[src/hw/rtl/sudh_pkg.sv]
package sudh_pkg;

  // Element classification
  typedef enum logic [3:0] {
    KIND_CONCAT   = 4'd0,
    KIND_VOICE    = 4'd1,
    KIND_FAX      = 4'd2,
    KIND_EMAIL    = 4'd3,
    KIND_RINGTONE = 4'd4,
    KIND_OP_LOGO  = 4'd5,
    KIND_CLI_ICON = 4'd6,
    KIND_CARD     = 4'd7,
    KIND_UNKNOWN  = 4'd8,
    KIND_NONE     = 4'd9
  } kind_t;

  // Information element identifiers
  localparam logic [7:0] IEI_CONCAT  = 8'h00;
  localparam logic [7:0] IEI_SPECIAL = 8'h01;
  localparam logic [7:0] IEI_PORT16  = 8'h05;

  // Special indication type, low bits of the first data byte
  localparam logic [1:0] SPC_VOICE = 2'd0;
  localparam logic [1:0] SPC_FAX   = 2'd1;
  localparam logic [1:0] SPC_EMAIL = 2'd2;

  // Destination ports of interest
  localparam logic [15:0] PORT_RINGTONE = 16'h1581;
  localparam logic [15:0] PORT_OP_LOGO  = 16'h1582;
  localparam logic [15:0] PORT_CLI_ICON = 16'h1583;
  localparam logic [15:0] PORT_CARD     = 16'h23f4;

  localparam int unsigned OUT_TDATA_W = 64;

  // Result tdata bit positions
  localparam int unsigned OD_ID_LSB    = 0;
  localparam int unsigned OD_REF_LSB   = 8;
  localparam int unsigned OD_TOTAL_LSB = 16;
  localparam int unsigned OD_CUR_LSB   = 24;
  localparam int unsigned OD_STORE_BIT = 32;
  localparam int unsigned OD_COUNT_LSB = 33;
  localparam int unsigned OD_INDEX_LSB = 41;
  localparam int unsigned OD_TRUNC_BIT = 48;
  localparam int unsigned OD_HLEN_LSB  = 49;

  function automatic kind_t sudh_kind(input logic [7:0] id, input logic [7:0] d0,
                                      input logic [7:0] d1);
    kind_t k;
    k = KIND_NONE;
    if (id == IEI_CONCAT) begin
      k = KIND_CONCAT;
    end else if (id == IEI_SPECIAL) begin
      case (d0[1:0])
        SPC_VOICE: k = KIND_VOICE;
        SPC_FAX:   k = KIND_FAX;
        SPC_EMAIL: k = KIND_EMAIL;
        default:   k = KIND_UNKNOWN;
      endcase
    end else if (id == IEI_PORT16) begin
      case ({d0, d1})
        PORT_RINGTONE: k = KIND_RINGTONE;
        PORT_OP_LOGO:  k = KIND_OP_LOGO;
        PORT_CLI_ICON: k = KIND_CLI_ICON;
        PORT_CARD:     k = KIND_CARD;
        default:       k = KIND_UNKNOWN;
      endcase
    end
    return k;
  endfunction

endpackage

[src/hw/rtl/sms_user_data_header_parser.sv]
// SMS user data header parser.
// Input channel (in_*): one header byte per item in in_tdata; in_tuser high marks
// the header length byte that opens a new header. Header start mid-header drops
// the open header silently; bytes outside a header are ignored.
// Result channel (out_*): one record per complete information element, or one
// record per element cut short by the header end (truncated bit set). An empty
// header gives a single record of kind "none". out_tlast marks the final record
// of a header.
// Path: the byte that completes an element passes the input register, then the
// parse logic into the result register, which offers the record; a stall on
// out_tready can hold the flow at either register.
// Throughput: one byte per cycle while the result channel is not stalled; the
// parse state advances once per byte through counter and compare logic only.
// Stall: while a record waits in the result register, one more byte may sit in
// the input register; after that in_tready drops until out_tready returns.
// Reset: both registers empty, parse state idle, nothing open.
module sms_user_data_header_parser
  import sudh_pkg::*;
(
  input  logic                   clk,
  input  logic                   rst_n,
  input  logic                   in_tvalid,
  output logic                   in_tready,
  input  logic [7:0]             in_tdata,   // [7:0] data_byte
  input  logic                   in_tuser,   // [0] header_start
  output logic                   out_tvalid,
  input  logic                   out_tready,
  // [7:0] element_identifier, [15:8] reference_number, [23:16] total_parts,
  // [31:24] current_part, [32] store_flag, [40:33] message_count,
  // [47:41] element_index, [48] truncated, [57:49] header_total_length, rest 0
  output logic [OUT_TDATA_W-1:0] out_tdata,
  output logic [3:0]             out_tuser,  // [3:0] element_kind
  output logic                   out_tlast   // last_element
);

  typedef enum logic [1:0] {PH_IDLE, PH_IDENT, PH_LEN, PH_DATA} phase_t;

  // Input register
  logic       s1_valid_r, s1_valid_nxt;
  logic [7:0] s1_byte_r;
  logic       s1_start_r;

  // Parse state
  phase_t          phase_r, phase_nxt;
  logic [7:0]      hbl_r, hbl_nxt;
  logic [8:0]      hlen_r, hlen_nxt;
  logic [7:0]      id_r, id_nxt;
  logic [7:0]      ebl_r, ebl_nxt;
  logic [1:0]      pos_r, pos_nxt;
  logic [2:0][7:0] cap_r, cap_nxt;
  logic [6:0]      cnt_r, cnt_nxt, cnt_base;

  // Result register
  logic                   out_valid_r, out_valid_nxt;
  logic [OUT_TDATA_W-1:0] out_data_r, out_data_nxt;
  logic [3:0]             out_kind_r, out_kind_nxt;
  logic                   out_last_r, out_last_nxt;

  logic       advance, go, emit, trunc, last, force_none;
  logic [7:0] hbl_dec, ebl_dec;
  kind_t      kind;
  logic       is_concat, is_special;

  assign advance   = !out_valid_r || out_tready;
  assign go        = s1_valid_r && advance;
  assign in_tready = !s1_valid_r || advance;

  assign hbl_dec = hbl_r - 8'd1;
  assign ebl_dec = ebl_r - 8'd1;

  // Per-byte parse step
  always_comb begin
    phase_nxt  = phase_r;
    hbl_nxt    = hbl_r;
    hlen_nxt   = hlen_r;
    id_nxt     = id_r;
    ebl_nxt    = ebl_r;
    pos_nxt    = pos_r;
    cap_nxt    = cap_r;
    cnt_base   = cnt_r;
    emit       = 1'b0;
    trunc      = 1'b0;
    last       = 1'b0;
    force_none = 1'b0;
    if (go) begin
      if (s1_start_r) begin
        hbl_nxt  = s1_byte_r;
        hlen_nxt = {1'b0, s1_byte_r} + 9'd1;
        cnt_base = '0;
        id_nxt   = '0;
        ebl_nxt  = '0;
        pos_nxt  = '0;
        cap_nxt  = '0;
        if (s1_byte_r == 8'd0) begin
          emit       = 1'b1;
          last       = 1'b1;
          force_none = 1'b1;
        end else begin
          phase_nxt = PH_IDENT;
        end
      end else begin
        unique case (phase_r)
          PH_IDENT: begin
            id_nxt  = s1_byte_r;
            ebl_nxt = '0;
            pos_nxt = '0;
            cap_nxt = '0;
            hbl_nxt = hbl_dec;
            if (hbl_dec == 8'd0) begin
              emit  = 1'b1;
              trunc = 1'b1;
              last  = 1'b1;
            end else begin
              phase_nxt = PH_LEN;
            end
          end
          PH_LEN: begin
            ebl_nxt = s1_byte_r;
            hbl_nxt = hbl_dec;
            if (s1_byte_r == 8'd0) begin
              emit = 1'b1;
              last = (hbl_dec == 8'd0);
            end else if (hbl_dec == 8'd0) begin
              emit  = 1'b1;
              trunc = 1'b1;
              last  = 1'b1;
            end else begin
              phase_nxt = PH_DATA;
            end
          end
          PH_DATA: begin
            // only the first three data bytes are kept
            case (pos_r)
              2'd0:    cap_nxt[0] = s1_byte_r;
              2'd1:    cap_nxt[1] = s1_byte_r;
              2'd2:    cap_nxt[2] = s1_byte_r;
              default: cap_nxt = cap_r;
            endcase
            if (pos_r != 2'd3) pos_nxt = pos_r + 2'd1;
            ebl_nxt = ebl_dec;
            hbl_nxt = hbl_dec;
            if (ebl_dec == 8'd0) begin
              emit = 1'b1;
              last = (hbl_dec == 8'd0);
            end else if (hbl_dec == 8'd0) begin
              emit  = 1'b1;
              trunc = 1'b1;
              last  = 1'b1;
            end
          end
          PH_IDLE: begin
            phase_nxt = PH_IDLE;
          end
          default: phase_nxt = PH_IDLE;
        endcase
      end
      if (emit) phase_nxt = last ? PH_IDLE : PH_IDENT;
    end
    cnt_nxt = emit ? cnt_base + 7'd1 : cnt_base;
  end

  // Record assembly from the post-update element state
  assign is_concat  = (id_nxt == IEI_CONCAT);
  assign is_special = (id_nxt == IEI_SPECIAL);
  assign kind       = force_none ? KIND_NONE : sudh_kind(id_nxt, cap_nxt[0], cap_nxt[1]);

  always_comb begin
    out_data_nxt = '0;
    out_data_nxt[OD_ID_LSB    +: 8] = id_nxt;
    out_data_nxt[OD_REF_LSB   +: 8] = is_concat ? cap_nxt[0] : 8'd0;
    out_data_nxt[OD_TOTAL_LSB +: 8] = is_concat ? cap_nxt[1] : 8'd0;
    out_data_nxt[OD_CUR_LSB   +: 8] = is_concat ? cap_nxt[2] : 8'd0;
    out_data_nxt[OD_STORE_BIT]      = is_special & cap_nxt[0][7];
    out_data_nxt[OD_COUNT_LSB +: 8] = is_special ? cap_nxt[1] : 8'd0;
    out_data_nxt[OD_INDEX_LSB +: 7] = cnt_base;
    out_data_nxt[OD_TRUNC_BIT]      = trunc;
    out_data_nxt[OD_HLEN_LSB  +: 9] = hlen_nxt;
    out_kind_nxt = 4'(kind);
    out_last_nxt = last;
  end

  // Valid tracking for the two register stages
  always_comb begin
    if (in_tvalid && in_tready) s1_valid_nxt = 1'b1;
    else if (advance)           s1_valid_nxt = 1'b0;
    else                        s1_valid_nxt = s1_valid_r;
    out_valid_nxt = advance ? (go && emit) : out_valid_r;
  end

  // Control and parse state
  always_ff @(posedge clk) begin
    if (!rst_n) begin
      s1_valid_r  <= 1'b0;
      out_valid_r <= 1'b0;
      phase_r     <= PH_IDLE;
      hbl_r       <= '0;
      hlen_r      <= 9'd1;
      id_r        <= '0;
      ebl_r       <= '0;
      pos_r       <= '0;
      cap_r       <= '0;
      cnt_r       <= '0;
    end else begin
      s1_valid_r  <= s1_valid_nxt;
      out_valid_r <= out_valid_nxt;
      phase_r     <= phase_nxt;
      hbl_r       <= hbl_nxt;
      hlen_r      <= hlen_nxt;
      id_r        <= id_nxt;
      ebl_r       <= ebl_nxt;
      pos_r       <= pos_nxt;
      cap_r       <= cap_nxt;
      cnt_r       <= cnt_nxt;
    end
  end

  // Payload registers
  always_ff @(posedge clk) begin
    if (in_tvalid && in_tready) begin
      s1_byte_r  <= in_tdata;
      s1_start_r <= in_tuser;
    end
    if (advance) begin
      out_data_r <= out_data_nxt;
      out_kind_r <= out_kind_nxt;
      out_last_r <= out_last_nxt;
    end
  end

  assign out_tvalid = out_valid_r;
  assign out_tdata  = out_data_r;
  assign out_tuser  = out_kind_r;
  assign out_tlast  = out_last_r;

endmodule

[config.mk]
export PLATFORM = sky130hd
export DESIGN_NAME = sms_user_data_header_parser
export DESIGN_NICKNAME = d
export VERILOG_FILES = /design/src/hw/rtl/sudh_pkg.sv /design/src/hw/rtl/sms_user_data_header_parser.sv
export SDC_FILE = /design/constraint.sdc
export NUM_CORES = 1
export LEC_CHECK = 0
export BUFFER_PORTS_ARGS = -buffer_cell sky130_fd_sc_hd__buf_4
export CORE_MARGIN = 2
export CORE_UTILIZATION = 50
export DETAILED_ROUTE_END_ITERATION = 7
export PLACE_DENSITY = 0.72
export RECOVER_POWER = 50
export SETUP_SLACK_MARGIN = 0.05
export SYNTH_ARGS = -nofsm -noshare
export SYNTH_HDL_FRONTEND = slang
export SYNTH_SLANG_ARGS = --single-unit
[constraint.sdc]
create_clock -name clk -period 4.1 [get_ports clk]
set_input_delay 0.82 -clock clk [delete_from_list [all_inputs] [get_ports clk]]
set_output_delay 0.82 -clock clk [all_outputs]
set_load 0.02 [all_outputs]
==> results.ini <==
[placement]
port_buffers = 77
place_hpwl_um = 11000
place.gp.congestion = 0.911
placed_cell_area_um2 = 7400

[yosys]
netlist_area_um2 = 6730
synth-main-ff-cell = edfxtp_1
postSynthCellCount = 682
syn_avg_cell_area_um2 = 9.87
ys_warn_count = 0
async_flop_share = 0
synth_edf_count = 72
ys_seq_area_frac = 0.529
ys_types = 65
synth_seq_cells = 142

[final_layout]
regArea_um2 = 3560
drive_gt1_frac = 0.108
stdcell_area_um2 = 7800
multi_input_area_um2 = 2830
fillers = 1168
diodes = 0
syn_to_final_growth_pct = 15.9
nNetsFinal = 776

[setup_path]
cp-start-kind = input port
worstPathMaxFanout = 21
reg2reg_slack_ns = 0.92
cp_cell_sequence = clkbuf_4 -> nor2b_1 -> clkinv_1 -> clkbuf_1 -> o311ai_0 -> a21bo_2 -> a2111o_1 -> nor2_1 -> nand2_1 -> o211a_1
worst_path_max_delay_cell = clkbuf_1
cp-end-kind = register
arrival_ns = 3.45
crit_family = compound AO/OA/AOI/OAI gates
cp.required_ns = 4.26
critPathBufInv = 3
slowest_delay_ns = 0.92
crit_cells = 10
reg2regPathDepth = 9
worstSetupPathType = in -> reg

[sta]
tns_ns = 0
rsz0062_at_grt = false
clock.fmax_mhz = 304
tightest_slew_ns = 1.24
final-setup-viol-count = 0
hold_viol_final = 0
min_period_ns = 3.29
clock_skew_ns = 0.00918
slew_violations = 0
fin_crit_sh = 0.803
slew_headroom = 0.173

[detailed_routing]
drtPass1Iterations = 7
vias_per_cell = 5.67
ant_nets = 0
vias = 5286
post-route-drc-count = 0
wirelength_um = 16200
initialDrtViolationCount = 367
wire_per_inst_um = 17.4

[grt]
antenna_found_initial = 0
grt_use_total = 0.232
grt_pass1_vias = 5091
grt_pass1_wl_um = 26000
grt_max_degree = 41
grt-ovfl-total = 0

[pwr]
p_per_area_nw_per_um2 = 431
p_leak_nw = 3.12
ir_drop_uv = 212

[status]
outcome = complete, no violations

[cts]
insertion_delay_ns = 0.42
ctsHoldBuffers = 0
clk_pin_slew_worst_paths_ns = 0.05
tritoncts = built
post_cts.repair.setup_buffers = 0
clock_path_buffers = 2
ctsRootBufferMaster = clkbuf_16
cts_buffers = 17
postCtsResizedCells = 0
numClockSinks = 142
htreeDepth = 4

[floorplan]
ios = 84
rows = 42
floorplan.die.height_um = 120
die_x_um = 120
core_um2 = 13200
start_util = 0.511
die_area_um2 = 14400

[worst_hold_path]
min_path_type = reg -> reg
hold_depth = 2

[run]
cap_violations = 0

==> state kept, by name, summed over array words and instances, names as in the netlist, 4 cells and up <==
register   count
out_tdata     58
cap_r         24
hlen_r         9
ebl_r          8
hbl_r          8
id_r           8
s1_byte_r      8
cnt_r          7
out_tuser      4
==> worst reg2reg max path, stage by stage (launching register included) <==
cell,delay (ns)
dfxtp_1,0.30
nor2b_1,0.18
clkinv_1,0.10
clkbuf_1,0.92
o311ai_0,0.42
a21bo_2,0.32
a2111o_1,0.30
nor2_1,0.09
nand2_1,0.09
o211a_1,0.22
==> synth_stat cells (3+ instances only) <==
master      n  share of area
nand2_1    43          0.024
nand3_1    21          0.016
a22oi_1    31          0.035
nor4_1      5         0.0046
nor3_1     11         0.0082
mux2i_1     7          0.010
or2_2       4         0.0037
and4_1      5         0.0065
a21oi_1    31          0.023
o31ai_1     6         0.0067
nand2b_1    4         0.0037
o21ai_0    32          0.024
a22o_1      3         0.0039
xor2_1      6         0.0078
buf_4       8         0.0089
and3_1      5         0.0046
clkbuf_1   34          0.019
nand4_1    12          0.011
xnor2_1     7         0.0091
buf_1       4         0.0022
dfxtp_1    70           0.21
and2_1     29          0.027
edfxtp_1   72           0.32
ha_1       20          0.037
nor2b_1    15          0.014
a21o_1      3         0.0033
a221o_1     5         0.0074
o21a_1      3         0.0033
buf_2       7         0.0052
nor2_1    103          0.057
or3_1       5         0.0046
inv_1      25          0.014
==> area by class of cell <==
type	instances	share of cell area
repair buffers	92	0.0601
well taps	176	0.0282
flip-flops and latches	142	0.457
clock buffers	19	0.0555
inverters	26	0.0125
multi-input cells	464	0.363
clock inverters	13	0.0244
==> power breakdown <==
group | total, mW | switching [mW] | internal [mW] | leakage (nW)
combinational | 0.202 | 0.135 | 0.0672 | 1.41
sequential | 1.56 | 0.0479 | 1.51 | 1.43
clock | 1.60 | 0.579 | 1.02 | 0.290
total | 3.36 | 0.762 | 2.60 | 3.12
==> stage by stage <==
step	hold WS, ns	power (mW)	setup slack (ns)	util	std cells
floorplan	0.460	1.72	0.534	-	687
global placement	0.483	1.79	0.661	0.561	900
detailed placement	0.490	1.80	0.589	0.561	900
CTS	0.505	3.38	0.973	0.609	932
global route	0.534	3.47	0.612	0.592	932
finish	0.500	3.36	0.809	0.592	932
==> cell families after synthesis <==
family | synth area share
flops | 0.529
other cells | 0.000557
compound gates | 0.144
xor+xnor | 0.0169
mux | 0.0137
simple gates | 0.205
fa+ha+maj | 0.0372
buf+inv | 0.0531
==> routing by layer <==
layer,GRT usage,share of wire,vias up
met5,0,0,-
met4,0.0978,0.029,0
met3,0.0418,0.046,41
met2,0.391,0.49,176
met1,0.293,0.43,2528
li1,-,-,2541
==> final timing paths <==
kind                           startpoint                    endpoint
setup / recovery               out_tready  out_tuser[3]$_SDFFCE_PP1P_
hold / removal       cap_r[16]$_SDFF_PN0_        cap_r[16]$_SDFF_PN0_
setup reg to reg  out_tvalid$_SDFFE_PN0P_  out_tuser[3]$_SDFFCE_PP1P_
hold reg to reg      cap_r[16]$_SDFF_PN0_        cap_r[16]$_SDFF_PN0_
==> placed cells by master, fill, tap and decap left out, drive strengths merged, types with 4 or more instances in the layout <==
| cell type | netlist | layout |
|---|---|---|
| bufinv | 0 | 4 |
| inv | 25 | 25 |
| nand3 | 21 | 21 |
| o31ai | 6 | 6 |
| and2 | 29 | 29 |
| and3 | 5 | 5 |
| mux2i | 7 | 7 |
| dfxtp | 70 | 70 |
| clkbuf | 34 | 88 |
| o21ai | 32 | 32 |
| buf | 21 | 23 |
| clkinvlp | 0 | 4 |
| or2 | 4 | 4 |
| xor2 | 6 | 6 |
| conb | 1 | 6 |
| nand2b | 4 | 4 |
| nor2b | 15 | 15 |
| a22oi | 31 | 31 |
| ha | 20 | 20 |
| or3 | 5 | 5 |
| a21oi | 31 | 31 |
| nand2 | 44 | 44 |
| edfxtp | 72 | 72 |
| and4 | 5 | 5 |
| xnor2 | 7 | 7 |
| nor4 | 7 | 7 |
| nand4 | 12 | 12 |
| clkinv | 1 | 6 |
| nor2 | 103 | 103 |
| a221o | 5 | 5 |
| nor3 | 13 | 13 |
Power figures use the tool's default switching activity.
